<file path="src/sid_pkg.sv">
package sid_pkg;

	// raw width of the operand and quotient fields on the channels
	localparam int FIELD_WIDTH = 64;
	localparam int DEFAULT_DATA_WIDTH = 64;

	// configuration port
	localparam int APB_ADDR_WIDTH = 3;
	localparam int APB_DATA_WIDTH = 32;
	localparam int REG_INDEX_WIDTH = APB_ADDR_WIDTH - 2;
	localparam logic [REG_INDEX_WIDTH-1:0] REG_ERROR_ON_ZERO_DIVISOR = 1'b0;

	typedef enum logic [1:0] {
		ST_OK       = 2'd0,
		ST_NULL     = 2'd1,
		ST_DIVZERO  = 2'd2,
		ST_OVERFLOW = 2'd3
	} status_t;

	// side information that rides along the divider chain
	typedef struct packed {
		status_t status;
		logic    neg_q;
		logic    ovf_nonzero;
		logic    res_uns;
	} meta_t;

	typedef struct packed {
		logic [FIELD_WIDTH-1:0] quotient_bits;
		logic                   quotient_unsigned;
		status_t                status;
	} result_t;

endpackage

</file>
<file path="src/sid_fixup.sv">
module sid_fixup #(
	parameter int W = sid_pkg::DEFAULT_DATA_WIDTH
) (
	input  logic [W-1:0]     qm,
	input  sid_pkg::meta_t   meta,
	output sid_pkg::result_t result
);
	import sid_pkg::*;

	logic [W-1:0] q_signed;
	status_t      status;

	assign q_signed = meta.neg_q ? (~qm + 1'b1) : qm;

	always_comb begin
		if (meta.status == ST_OK && meta.ovf_nonzero && |qm) begin
			status = ST_OVERFLOW;
		end else begin
			status = meta.status;
		end
		result.status            = status;
		result.quotient_unsigned = meta.res_uns;
		result.quotient_bits     = (status == ST_OK) ? FIELD_WIDTH'(q_signed) : '0;
	end

endmodule

</file>
<file path="config.mk">
export PLATFORM = sky130hd
export DESIGN_NAME = sid_fixup
export DESIGN_NICKNAME = d
export VERILOG_FILES = /design/src/sid_pkg.sv /design/src/sid_fixup.sv
export SDC_FILE = /design/constraint.sdc
export NUM_CORES = 1
export LEC_CHECK = 0
export ABC_AREA = 1
export BUFFER_PORTS_ARGS = -buffer_cell sky130_fd_sc_hd__buf_2
export CELL_PAD_IN_SITES_DETAIL_PLACEMENT = 1
export CELL_PAD_IN_SITES_GLOBAL_PLACEMENT = 1
export CORE_MARGIN = 2
export CORE_UTILIZATION = 29
export DETAILED_ROUTE_END_ITERATION = 10
export GPL_TIMING_DRIVEN = 0
export MAX_ROUTING_LAYER = met4
export PLACE_DENSITY_LB_ADDON = 0.3
export SLEW_MARGIN = 25
export SYNTH_ARGS = -nofsm -noshare
export SYNTH_HDL_FRONTEND = slang
export SYNTH_SLANG_ARGS = --single-unit
</file>
<file path="constraint.sdc">
create_clock -name vclk -period 1.65
set_input_delay 0.165 -clock vclk [all_inputs]
set_output_delay 0.165 -clock vclk [all_outputs]
set_load 0.02 [all_outputs]
</file>
==> metrics.txt <==
run status=finished, violations left; failing checks=negative setup slack; RSZ-0062 raised after global routing=yes; DR top layer=met4; LEAKAGE=2.22 nW; post-synthesis sequential area ratio=0; Met3 Wirelength=between 1000 and 1500 µm; Worst path slowest cell=o21ai_2; fillcell total=between 1000 and 1500; CP Cell Sequence=buf_2 -> nor2_1 -> nand2_1 -> o21ai_2 -> nand3_1 -> nor2_1 -> nand3_1 -> nand2_4 -> nor2_4 -> buf_6; power density over the cells=263 nW/µm²; Hold Crit Depth=2; number of port buffers=134; pre-CTS WS=-597 ps; CP max stage delay=about 240 ps; number of max-cap violations=0; fin cells=838; GRT Util Overall=0.318; WL/cell=22.9 µm; n_diodes=0; Die Y=roughly 98 µm; Setup violations, final=66; placed cells=800; Hold Crit Class=in2out; Core Region=8680 µm²; Synthesis Warnings=0; RD Place Congestion=0.911; Vias=4802; fmax=483 MHz; worst hold slack=approximately 550 ps; hold-fix buffers at CTS=0; final WL=about 19000 µm; Slew Viols, Final=0; largest net degree at the start of global routing=11; WP data required=1480 ps; Slew HR=0.578; min cycle time layout=about 2100 ps; Util after Layout=0.612; fin crit share=1.26; Yosys cell types=26; post-route ant nets=0; net count after synthesis=628; vias in the first global route=approximately 4500; DRC Markers=0; kind of critical path=in2out; Area contributors post-synth=nor2_1 (28%), nand2_1 (25%), xnor2_1 (7.5%); fin worst setup slack=-421 ps; total power=0.00140 W; initial DRC count=between 200 and 300; worst slew pin tran=632 ps; CP startpoint kind=input port; Synth area leader=nor2_1; final sequential cell count=0; Hold Path Sink=result[2]; synth cell count leaders=nor2_1 (189), nand2_1 (173), inv_1 (38), nand3_1 (25), xnor2_1 (22); share of cells above drive strength 1=0.527; WL met2=9690 µm; Hold Fails Final Rpt=0; area share of the largest cell type after synthesis=0.275; Seq. cell area=0 µm²; syn_area_per_cell=4.62 µm²; grt total ovfl=0; Worst EP arrival=1910 ps; most numerous cell in the Yosys netlist=nor2_1; HPWL Detailed=roughly 11000 µm; initial antenna violation count=0; Initial Util=0.297; Crit. End Element=primary output; # nets final=802; num rows=34; multi-input logic area=3360 µm²; Max IR drop VDD=roughly 0.00013 V; Crit Path Max Fanout=3; cells after synthesis=roughly 560; clkbuf count=0; DIE AREA=between 9000 and 10000 µm²; Worst Hold Launch=meta[0]; TritonRoute pass-1 iters=5; first-pass GRT wire length=roughly 24000 µm; WL met1=between 7000 and 8000 µm; Die X=98.3 µm; Ports=roughly 140; synth-to-layout area growth=106%; vias per cell=~5.7; Post-Syn Area=~2600 µm²
-- placed cells by master, fill, tap and decap left out, types with 17 or more instances in the layout --
cell	count
nor2_4	92
inv_1	35
nand2_1	138
nand2_2	27
xnor2_1	17
nor2_1	81
buf_4	37
nor2_2	37
buf_6	66
nand3_1	18
buf_2	67
-- power breakdown --
part	switching (W)	internal (W)	total, W
combinational	0.000859	0.000536	0.00140
clock	0	0	0
sequential	0	0	0
-- cell type report --
| type | instances | area share |
|---|---|---|
| buffer | 15 | 0.0301 |
| timing repair buffer | 171 | 0.282 |
| inverter | 38 | 0.0292 |
| tap | 108 | 0.0254 |
| multi-input combinational | 506 | 0.633 |
-- cell families after synthesis --
group           after synthesis  share of synthesized area
xor+xnor                     34                      0.115
fa+ha+maj                     1                    0.00485
buf+inv                      53                     0.0990
simple gates                429                      0.688
compound gates               41                     0.0932
-- worst max-delay path by stage --
stage | start | end
2_1_floorplan | qm[0] | result[20]
3_3_place_gp | qm[0] | result[61]
3_5_place_dp | qm[0] | result[53]
4_1_cts | qm[1] | result[53]
5_1_grt | qm[18] | result[27]
6_report | qm[19] | result[64]
-- worst max-delay path: cells and delay by family --
kind            cells  cell delay (ps)
simple gates        7             1220
buf+inv             2              270
compound gates      1              240
-- routing by layer --
layer / vias to the layer above / GRT usage
met2: 305 / 0.575
met3: 104 / 0.00573
met5: - / -
met1: 2310 / 0.397
met4: 0 / 0.0685
li1: 2083 / -
-- repair_timing --
item | CTS | global route
pin swaps | 49 | 34
setup buffers | 24 | 7
gates cloned | 5 | 2
endpoints found under the setup margin | 66 | 66
resized for setup | 274 | 146
-- metrics by stage --
stage	area, µm²	TNS (ps)
detailed placement	3440	-29160
global placement	3440	-25900
floorplan	2640	-1060
global route	5310	-23830
CTS	4640	-9960
finish	5310	-20890
No activity file was read; power rests on OpenSTA's default activity.
