## src/sid_pkg.sv

```systemverilog
package sid_pkg;

	// raw width of the operand and quotient fields on the channels
	localparam int FIELD_WIDTH = 64;
	localparam int DEFAULT_DATA_WIDTH = 64;

	// configuration port
	localparam int APB_ADDR_WIDTH = 3;
	localparam int APB_DATA_WIDTH = 32;
	localparam int REG_INDEX_WIDTH = APB_ADDR_WIDTH - 2;
	localparam logic [REG_INDEX_WIDTH-1:0] REG_ERROR_ON_ZERO_DIVISOR = 1'b0;

	typedef enum logic [1:0] {
		ST_OK       = 2'd0,
		ST_NULL     = 2'd1,
		ST_DIVZERO  = 2'd2,
		ST_OVERFLOW = 2'd3
	} status_t;

	// side information that rides along the divider chain
	typedef struct packed {
		status_t status;
		logic    neg_q;
		logic    ovf_nonzero;
		logic    res_uns;
	} meta_t;

	typedef struct packed {
		logic [FIELD_WIDTH-1:0] quotient_bits;
		logic                   quotient_unsigned;
		status_t                status;
	} result_t;

endpackage

```

## src/sid_cell.sv

```systemverilog
module sid_cell #(
	parameter int W = sid_pkg::DEFAULT_DATA_WIDTH
) (
	input  logic           clk,
	input  logic           arst_n,
	input  logic           en,
	input  logic           valid_in,
	input  logic [W-1:0]   rem_in,
	input  logic [W-1:0]   aq_in,
	input  logic [W-1:0]   bm_in,
	input  sid_pkg::meta_t meta_in,
	output logic           valid_out,
	output logic [W-1:0]   rem_out,
	output logic [W-1:0]   aq_out,
	output logic [W-1:0]   bm_out,
	output sid_pkg::meta_t meta_out
);
	import sid_pkg::*;

	logic [W:0]   trial;
	logic         fits;
	logic [W-1:0] rem_nxt;
	logic         valid_q;
	logic [W-1:0] rem_q;
	logic [W-1:0] aq_q;
	logic [W-1:0] bm_q;
	meta_t        meta_q;

	// one restoring step: bring down the next dividend bit, try the divisor
	assign trial   = {rem_in, aq_in[W-1]} - {1'b0, bm_in};
	assign fits    = ~trial[W];
	assign rem_nxt = fits ? trial[W-1:0] : {rem_in[W-2:0], aq_in[W-1]};

	always_ff @(posedge clk or negedge arst_n) begin
		if (!arst_n) begin
			valid_q <= 1'b0;
		end else if (en) begin
			valid_q <= valid_in;
		end
	end

	always_ff @(posedge clk) begin
		if (en) begin
			rem_q  <= rem_nxt;
			aq_q   <= {aq_in[W-2:0], fits};
			bm_q   <= bm_in;
			meta_q <= meta_in;
		end
	end

	assign valid_out = valid_q;
	assign rem_out   = rem_q;
	assign aq_out    = aq_q;
	assign bm_out    = bm_q;
	assign meta_out  = meta_q;

endmodule

```

## config.mk

```make
export PLATFORM = sky130hd
export DESIGN_NAME = sid_cell
export DESIGN_NICKNAME = d
export VERILOG_FILES = /design/src/sid_pkg.sv /design/src/sid_cell.sv
export SDC_FILE = /design/constraint.sdc
export NUM_CORES = 1
export LEC_CHECK = 0
export BUFFER_PORTS_ARGS = -buffer_cell sky130_fd_sc_hd__buf_2
export CAP_MARGIN = 20
export CORE_AREA = 2 2 154 156
export CTS_BUF_LIST = sky130_fd_sc_hd__clkbuf_4 sky130_fd_sc_hd__clkbuf_8 sky130_fd_sc_hd__clkbuf_16
export DETAILED_ROUTE_END_ITERATION = 6
export DIE_AREA = 0 0 156 158
export PLACE_DENSITY = 0.76
export SETUP_SLACK_MARGIN = 0.4
export SKIP_LAST_GASP = 1
export SLEW_MARGIN = 20
export SYNTH_ARGS = -nofsm -noshare
export SYNTH_HDL_FRONTEND = slang
export SYNTH_SLANG_ARGS = --single-unit
```

## constraint.sdc

```tcl
create_clock -name clk -period 1.3 [get_ports clk]
set_clock_uncertainty 0.2 [all_clocks]
set_input_delay 0.065 -clock clk [delete_from_list [all_inputs] [get_ports clk]]
set_output_delay 0.065 -clock clk [all_outputs]
set_load 0.05 [all_outputs]
```

==> impl_metrics.json <==
{
  "fillers": 1036,
  "peakVddDrop_v": 0.000854,
  "io-pin-count": 399,
  "drt_iter0_drc": 1174,
  "antenna_found_initial": 5,
  "ys_seq_area_share_pct": 53.3,
  "synth_ff_type": "edfxtp_1",
  "finalSetupViolCount": 103,
  "cp-start-kind": "primary input",
  "yosysUniqueCellTypes": 76,
  "status": "complete, but fails checks",
  "track_usage_pct": 36.2,
  "die-area_mm2": 0.0246,
  "dpl.cell_count": 1889,
  "relSlewSlack_pct": 49.4,
  "slew_violations": 0,
  "whs_ps": -398,
  "syn_avg_cell_area_um2": 11.6,
  "rows": 56,
  "vias": 11983,
  "gp_congestion": 0.906,
  "postRouteAntennaNets": 0,
  "cts_tree": "yes",
  "worstSkewPairLatency_ps": 440,
  "clock.fmax_ghz": 0.329,
  "die_w_um": 156,
  "period_minus_slack_ps": 3040,
  "period_share_pct": 234,
  "violations": "negative hold slack, negative setup slack",
  "wl_per_cell_um": 22.5,
  "drv_cap": 0,
  "synth_area_mm2": 0.0111,
  "final_util_pct": 87.1,
  "cp-end-kind": "register",
  "drc": 0,
  "final-instance-count-excl-fill": 2108,
  "yosys.area.top_type": "edfxtp_1",
  "hold_viol_final": 145,
  "drtPass1Iterations": 7,
  "synth_edf_count": 197,
  "clk_path_buf_depth": 2,
  "preCtsSetupSlack_ps": -2110,
  "numCtsBuffers": 17,
  "worst_pin_slew_ps": 752,
  "ys_async_sr_fraction_pct": 0.505,
  "tns_ps": -104750,
  "numClockSinks": 198,
  "drive_gt1_share_pct": 50.4,
  "syn_to_final_growth_pct": 80.2,
  "hpwl_um": 27500,
  "postSynthCellCount": 962,
  "path_max_fanout": 7,
  "grt_overflow_total": 0,
  "vias_per_cell": 5.68,
  "path_class": "in -> reg",
  "cts-htree-levels": 4,
  "synth_area_leaders": "edfxtp_1, ha_1, mux2_2, a21oi_1, inv_1",
  "num-nets-final": 2064,
  "yosysWarningCount": 0,
  "die_h_um": 158,
  "cp.arrival_ps": 3030,
  "p_leak_uw": 0.00913,
  "syn_nets": 1228,
  "grt_pass1_vias": 12279,
  "synthDominantCellAreaShare_pct": 53.1,
  "port_buffers": 398,
  "setup_ws_ps": -1740,
  "initial_core_util_pct": 48.3,
  "cts_root_buf": "clkbuf_16",
  "pwr_density_cell_mw_per_mm2": 1210,
  "core_area_mm2": 0.0231,
  "cp.required_ps": 1290,
  "ys_seq_elements": 198,
  "grt_max_degree": 38,
  "power_uw": 24200,
  "routed_wl_um": 47500,
  "hold_class": "in -> reg",
  "clk_pin_slew_worst_paths_ps": 80,
  "hold_buffers": 138,
  "rsz0062_at_grt": "yes",
  "grt_pass1_wl_um": 68000
}
[placed cells by master, fill, tap and decap left out, types with 34 or more instances in the layout]
master,synthesis,final
mux2_4,1,34
inv_1,87,73
ha_1,64,41
buf_6,3,222
edfxtp_1,197,197
buf_2,6,186
nand2_1,67,64
nor2_1,46,44
a21oi_1,78,64
o21ai_0,41,37
buf_4,4,287
dlygate4sd3_1,0,137
[sequential cells by signal (all words and copies together) (netlist names)]
name       flops
aq_out        64
bm_out        64
rem_out       64
meta_out       5
valid_out      1
[worst paths after layout]
path                       cells past startpoint  slack (ps)             startpoint                     to
max                                           16       -1740              bm_in[21]  rem_out[29]$_DFFE_PP_
min                                            1        -400               bm_in[0]    bm_out[0]$_DFFE_PP_
max reg2reg                                    1         320  valid_out$_DFFE_PN0P_  valid_out$_DFFE_PN0P_
min reg2reg                                    1         340  valid_out$_DFFE_PN0P_  valid_out$_DFFE_PN0P_
max in group asynchronous                      3         530                 arst_n  valid_out$_DFFE_PN0P_
min in group asynchronous                      3         250                 arst_n  valid_out$_DFFE_PN0P_
[metal layers]
metal	track usage, %	wire length, µm	part of all wire (%)
met2	65.8	24100	51
met3	6.90	4050	8.5
met4	21.0	3150	6.6
met5	0	0	0
met1	39.6	16100	34
[report_power, final]
group | internal (µW) | total (µW) | switching [µW]
registers | 7920 | 8330 | 406
logic | 4620 | 10300 | 5730
clock network | 2630 | 5570 | 2940
total | 15200 | 24200 | 9080
[synth_stat cells (3+ instances only)]
cell      number
a211o_1        4
a211oi_1       6
a21boi_0       3
a21o_1        32
a21oi_1       78
a31o_2         5
a31oi_1       10
and2_1         3
and3_1        10
and4_1         5
buf_2          6
buf_4          4
buf_6          3
clkbuf_1      19
edfxtp_1     197
ha_1          64
inv_1         87
mux2_2        50
mux2i_1        9
nand2_1       67
nand2b_1       8
nand3_1       11
nand4_1       20
nor2_1        46
nor2b_1       13
nor3_1        14
nor4_1         4
o211ai_1       5
o21a_1         9
o21ai_0       41
o21bai_1      13
o31ai_1        6
or2_2          4
or3_1          4
xnor2_1       32
xor2_1        22
[worst max-delay path: stages]
cell	delay [ps]
buf_2	110
inv_2	80
ha_4	220
buf_6	140
a21oi_2	210
nand2_1	100
o21ai_1	280
nand4_1	210
o21ai_2	240
a211oi_2	120
or3_1	340
and3_4	210
clkinv_8	90
buf_12	120
clkbuf_16	140
mux2_2	360
[metrics by stage]
stage               hold WS [ps]  area (µm²)
global route                -408       20100
CTS                         -411       19700
finish                      -398       20100
detailed placement          -358       15600
global placement            -361       15600
floorplan                   -431       11300
[logic make-up after synthesis]
family	share of synthesized area, %
buf+inv	4.69
compound gates	14.1
simple gates	10.3
fa+ha+maj	7.37
mux	6.00
xor+xnor	4.25
flops	53.3
[what timing repair did]
action / in CTS / in global routing
resized for setup: 529 / 47
hold endpoints to repair: 290 / 146
setup buffers: 28 / 11
endpoints found under the setup margin: 264 / 265
pin swaps: 45 / 28
cloned: 2 / 1
[cell type report]
cell class / instances / area [µm²] / area share (%)
repair buffers: 852 / 7350 / 36.6
flip-flops and latches: 198 / 5940 / 29.6
multi-input cells: 641 / 5440 / 27.1
clock buffers: 17 / 425 / 2.12
inverters: 88 / 365 / 1.82
well taps: 290 / 363 / 1.81
clock inverters: 15 / 171 / 0.854
diodes: 7 / 17.5 / 0.0872
Note: power is estimated with default switching activity, not from simulation.
