`config.mk`:
```
export PLATFORM = sky130hd
export DESIGN_NAME = sid_prep
export DESIGN_NICKNAME = d
export VERILOG_FILES = /design/src/sid_pkg.sv /design/src/sid_prep.sv
export SDC_FILE = /design/constraint.sdc
export NUM_CORES = 1
export LEC_CHECK = 0
export ABC_AREA = 1
export BUFFER_PORTS_ARGS = -buffer_cell sky130_fd_sc_hd__buf_2
export CAP_MARGIN = 20
export CORE_MARGIN = 10
export CORE_UTILIZATION = 52
export DETAILED_ROUTE_END_ITERATION = 7
export PLACE_DENSITY = 0.91
export SETUP_SLACK_MARGIN = 0.05
export SYNTH_ARGS = -nofsm -noshare
export SYNTH_HDL_FRONTEND = slang
export SYNTH_SLANG_ARGS = --single-unit
```
`constraint.sdc`:
```
create_clock -name vclk -period 2.4
set_input_delay 0.24 -clock vclk [all_inputs]
set_output_delay 0.24 -clock vclk [all_outputs]
set_load 0.1 [all_outputs]
```
`src/sid_pkg.sv`:
```
package sid_pkg;

	// raw width of the operand and quotient fields on the channels
	localparam int FIELD_WIDTH = 64;
	localparam int DEFAULT_DATA_WIDTH = 64;

	// configuration port
	localparam int APB_ADDR_WIDTH = 3;
	localparam int APB_DATA_WIDTH = 32;
	localparam int REG_INDEX_WIDTH = APB_ADDR_WIDTH - 2;
	localparam logic [REG_INDEX_WIDTH-1:0] REG_ERROR_ON_ZERO_DIVISOR = 1'b0;

	typedef enum logic [1:0] {
		ST_OK       = 2'd0,
		ST_NULL     = 2'd1,
		ST_DIVZERO  = 2'd2,
		ST_OVERFLOW = 2'd3
	} status_t;

	// side information that rides along the divider chain
	typedef struct packed {
		status_t status;
		logic    neg_q;
		logic    ovf_nonzero;
		logic    res_uns;
	} meta_t;

	typedef struct packed {
		logic [FIELD_WIDTH-1:0] quotient_bits;
		logic                   quotient_unsigned;
		status_t                status;
	} result_t;

endpackage

```
`src/sid_prep.sv`:
```
module sid_prep #(
	parameter int W = sid_pkg::DEFAULT_DATA_WIDTH
) (
	input  logic [W-1:0]     a,
	input  logic             a_uns,
	input  logic             a_null,
	input  logic [W-1:0]     b,
	input  logic             b_uns,
	input  logic             b_null,
	input  logic             err_zero,
	output logic [W-1:0]     am,
	output logic [W-1:0]     bm,
	output sid_pkg::meta_t   meta
);
	import sid_pkg::*;

	localparam logic [W-1:0] MIN_VAL = {1'b1, {(W-1){1'b0}}};

	logic a_neg;
	logic b_neg;
	logic res_uns;

	assign res_uns = a_uns | b_uns;
	assign a_neg   = ~a_uns & a[W-1];
	assign b_neg   = ~b_uns & b[W-1];
	assign am      = a_neg ? (~a + 1'b1) : a;
	assign bm      = b_neg ? (~b + 1'b1) : b;

	always_comb begin
		meta.res_uns     = res_uns;
		meta.neg_q       = ~res_uns & (a_neg ^ b_neg);
		meta.ovf_nonzero = res_uns & (a_neg | b_neg);
		if (a_null | b_null) begin
			meta.status = ST_NULL;
		end else if (b == '0) begin
			meta.status = err_zero ? ST_DIVZERO : ST_NULL;
		end else if (~res_uns && a == MIN_VAL && &b) begin
			meta.status = ST_OVERFLOW;
		end else begin
			meta.status = ST_OK;
		end
	end

endmodule

```
==> results of run 1 <==
through the flow:
stage	worst slack, ps	instances	setup TNS (ps)	hold slack, ps
2_1_floorplan	-661.3	1050	-1503	691.5
3_3_place_gp	293.5	1417	0	837.5
cell families after synthesis:
family                   after synthesis  share of synthesized area [%]
buffers and inverters                142                          11.36
AO/OA/AOI/OAI                         54                          6.689
AND/OR/NAND/NOR                      764                          65.56
XOR/XNOR                              86                          15.37
adder cells (fa/ha/maj)                4                          1.021
==> reports/results.md, run 1 <==
| Parameter | This run | Unit |
| --- | --- | --- |
| Run status | aborted with a tool error | - |
| Count of different cell masters after synthesis | 31 | - |
| Nets in the synthesized netlist | 1187 | - |
| Post-Synthesis Cell Area | 4901 | um^2 |
| Fraction of the yosys area taken by sequential cells | 0 | % |
| Tool error | [ERROR DPL-0033] detailed placement checks failed during check placement. | - |
| Cell type with the highest aggregate area in the netlist | nand2_1 | - |
| Die width | 117.1 | um |
| Synth area leaders | nand2_1 28%, nor2_1 17%, xor2_1 13%, nand3_1 11%, inv_1 9.3% | - |
| Stage at which the flow ended | 3_5_place_dp | - |
| Top Ports | 266 | - |
| Starting Density | 53.29 | % |
| Placer Congestion | 1.111 | - |
| Most common cell in the netlist | nand2_1 | - |
| Synthesized instance count | 1050 | - |
| Die span in y | 117.1 | um |
| Syn_area_per_cell | 4.668 | um^2 |
| Post-synth top cells | 367 x nand2_1, 228 x nor2_1, 121 x inv_1, 103 x nand3_1, 71 x xor2_1 | - |
| Synth warnings | 0 | - |
| Synth top area share | 28.11 | % |
| Post-DP HPWL | 24990 | um |
| Port buffer count | 266 | - |
| Rows | 35 | - |
==> inputs of run 2 (changes only) <==
--- a/config.mk
+++ b/config.mk
@@ -9,10 +9,9 @@
 export BUFFER_PORTS_ARGS = -buffer_cell sky130_fd_sc_hd__buf_2
 export CAP_MARGIN = 20
 export CORE_MARGIN = 10
-export CORE_UTILIZATION = 52
+export CORE_UTILIZATION = 38
 export DETAILED_ROUTE_END_ITERATION = 7
-export PLACE_DENSITY = 0.91
-export SETUP_SLACK_MARGIN = 0.05
+export PLACE_DENSITY_LB_ADDON = 0.15
 export SYNTH_ARGS = -nofsm -noshare
 export SYNTH_HDL_FRONTEND = slang
 export SYNTH_SLANG_ARGS = --single-unit
==> reports/results.md, run 2 <==
| Parameter | This run | Unit |
| --- | --- | --- |
| GRT met3 Usage | 5.602 | % |
| Overall track demand over capacity in global routing | 25.83 | % |
| Internal power of the cells | 1198 | uW |
| Net Sw Power | 2559 | uW |
| Clock network fraction of design power | 0 | % |
| Slew Viols, Final | 0 | - |
| Worst-case setup slack after placement | 241.5 | ps |
| Overflow after GRT | 0 | - |
| Data arrival at the endpoint of the critical path | 1960 | ps |
| Count of buffering cells on the critical path with inverters included | 3 | - |
| Worst path cell trace | buf_2 > inv_1 > ha_1 > nand2_1 > nor2_1 > nand2_1 > o21ai_1 > nand2_1 > xor2_2 > buf_12 | - |
| Synth area leaders | nand2_1 28%, nor2_1 17%, xor2_1 13%, nand3_1 11%, inv_1 9.3% | - |
| Classification of the worst-slack hold path | input port to output pin | - |
| Global routing usage on met1 | 34.54 | % |
| Port buffer count | 266 | - |
| Die width | 133.6 | um |
| Via density | 5.078 | - |
| Leakage power summed over all cells | 0.004285 | uW |
| Seq Cell Count | 0 | - |
| Number of maximum-capacitance violations | 0 | - |
| Layout Area Growth over Synthesis | 83.69 | % |
| Top Ports | 266 | - |
| Worst IR Drop VDD | 0.3049 | mV |
| Highest-count cells in the layout ignoring fill and taps | 367 x nand2_1, 226 x nor2_1, 138 x buf_2 | - |
| Crit path max-delay cell type | o21ai_1 | - |
| Std-Cell Core Area | 12620 | um^2 |
| Layout cell share with drive strength beyond 1 | 31.02 | % |
| CP Capture Type | output pin | - |
| Worst relative slew slack | 65.65 | % |
| HP Start | a[5] | - |
| Synth warnings | 0 | - |
| Count of different cell masters after synthesis | 31 | - |
| Stage delay of the slowest cell on the critical path | 250 | ps |
| Number of hold-slack violations in the final timing report | 0 | - |
| Global-route wire length before repair | 38250 | um |
| Crit. Startpoint | b[1] | - |
| Family with the most delay on the worst path | simple AND/OR/NAND/NOR gates | - |
| Nets | 1448 | - |
| GRT Max-Usage Layer | met2 | - |
| Post-CTS Hold Buffers | 0 | - |
| Remaining antenna violation count | 0 | - |
| Setup-failing EPs final | 0 | - |
| Shortest clock period the worst path allows after layout | 2200 | ps |
| Cell type with the highest aggregate area in the netlist | nand2_1 | - |
| Synthesized instance count | 1050 | - |
| Combined flip-flop and latch cell area | 0 | um^2 |
| Achievable Freq | 0.4546 | GHz |
| Number of filler cells placed in the layout | 1170 | - |
| Post-synth top cells | 367 x nand2_1, 228 x nor2_1, 121 x inv_1, 103 x nand3_1, 71 x xor2_1 | - |
| Utilization after layout | 71.34 | % |
| Capture endpoint of the worst hold path | am[5] | - |
| Switch share | 68.11 | % |
| Critical Path Start Type | input port | - |
| Peak fanout along the critical path | 4 | - |
| Comb power frac | 100.0 | % |
| Synth top area share | 28.11 | % |
| Category of the critical setup timing path | input port to output pin | - |
| Post-Synthesis Cell Area | 4901 | um^2 |
| Share of the clock period used by the worst path | 91.66 | % |
| Rows | 41 | - |
| Part of the power in registers | 0 | % |
| Number of antenna violations at the first check in global routing | 1 | - |
| Post-cts gate resize count | 0 | - |
| Total routed wirelength | 24400 | um |
| Clock buffer cells | 0 | - |
| Routing usage on met2 | 42.95 | % |
| Number of global-route vias before repair | 7248 | - |
| Post-CTS Repair Setup Buffers | 0 | - |
| P per Cell Area | 417.3 | nW/um^2 |
| Run status | finished clean | - |
| CP Data Required Time | 2160 | ps |
| Placer Congestion | 0.9998 | - |
| Worst hold stages | 3 | - |
| Starting DRC count in detailed routing | 846 | - |
| WL per Instance | 16.46 | um |
| Die span in y | 133.6 | um |
| Drt pass-1 iters | 6 | - |
| Most common cell in the netlist | nand2_1 | - |
| Final critical-path setup slack | 200.2 | ps |
| Maximum number of pins on one net before global-route repair | 30 | - |
| Syn_area_per_cell | 4.668 | um^2 |
| Via count | 7525 | - |
| DRC errors left | 0 | - |
| Post-DP HPWL | 21980 | um |
| Starting Density | 38.84 | % |
| Transition time at the pin with the least slew margin | 518.8 | ps |
| RSZ-0062 raised after global routing | false | - |
| DIE AREA | 17840 | um^2 |
| Most common cell type on the critical path | nand2_1 | - |
| Nets in the synthesized netlist | 1187 | - |
| Fraction of the yosys area taken by sequential cells | 0 | % |
| Commonest non-fill, non-tap cell in the layout | nand2_1 | - |
run 2: power by group through the flow:
stage | clock network [uW] | logic (uW) | registers [uW]
finish | 0.0000557 | 3760 | 0
detailed placement | 0 | 3760 | 0
CTS | 0 | 3770 | 0
global route | 0 | 3880 | 0
floorplan | 0 | 2320 | 0
global placement | 0 | 3740 | 0
run 2: cells by family (layout without fill, tap and decap cells):
logic type,count (synthesis),after routing,synth area share [%]
fa+ha+maj,4,4,1.021
other cells,0,1,0
compound gates,54,54,6.689
buf+inv,142,401,11.36
xor+xnor,86,86,15.37
simple gates,764,764,65.56
run 2: layout make-up:
type                       instances  area [um^2]  area share, %
antenna                            1        2.502        0.02780
inverter                         125        469.2          5.212
multi-input combinational        908         4962          55.12
tap                              172        215.2          2.391
timing repair buffer             276         3353          37.25
run 2: metrics by stage:
stage / cell area [um^2] / hold slack, ps / instances / TNS [ps] / power, uW
CTS: 9000 / 847.6 / 1481 / 0 / 3767
detailed placement: 9000 / 847.6 / 1481 / 0 / 3760
finish: 9002 / 847.8 / 1482 / 0 / 3757
global placement: 9000 / 842.3 / 1481 / 0 / 3740
floorplan: 5514 / 691.5 / 1050 / -1519 / 2316
global route: 9000 / 861.8 / 1481 / 0 / 3884
run 2: worst max path at each step:
| stage | depth (start not counted) | endpoint | slack (ps) |
|---|---|---|---|
| after global routing | 11 | bm[57] | 50 |
| after floorplan | 5 | bm[1] | -660 |
| final | 10 | bm[40] | 200 |
| after global placement | 11 | bm[61] | 270 |
| after detailed placement | 12 | bm[56] | 240 |
| after CTS | 12 | bm[56] | 230 |
run 2: layer usage:
metal	up-vias	wire, um
li1	3710	-
met1	3413	10470
met2	388	11230
met3	14	2431
met4	0	267
met5	-	0
Power figures use the tool's default switching activity.
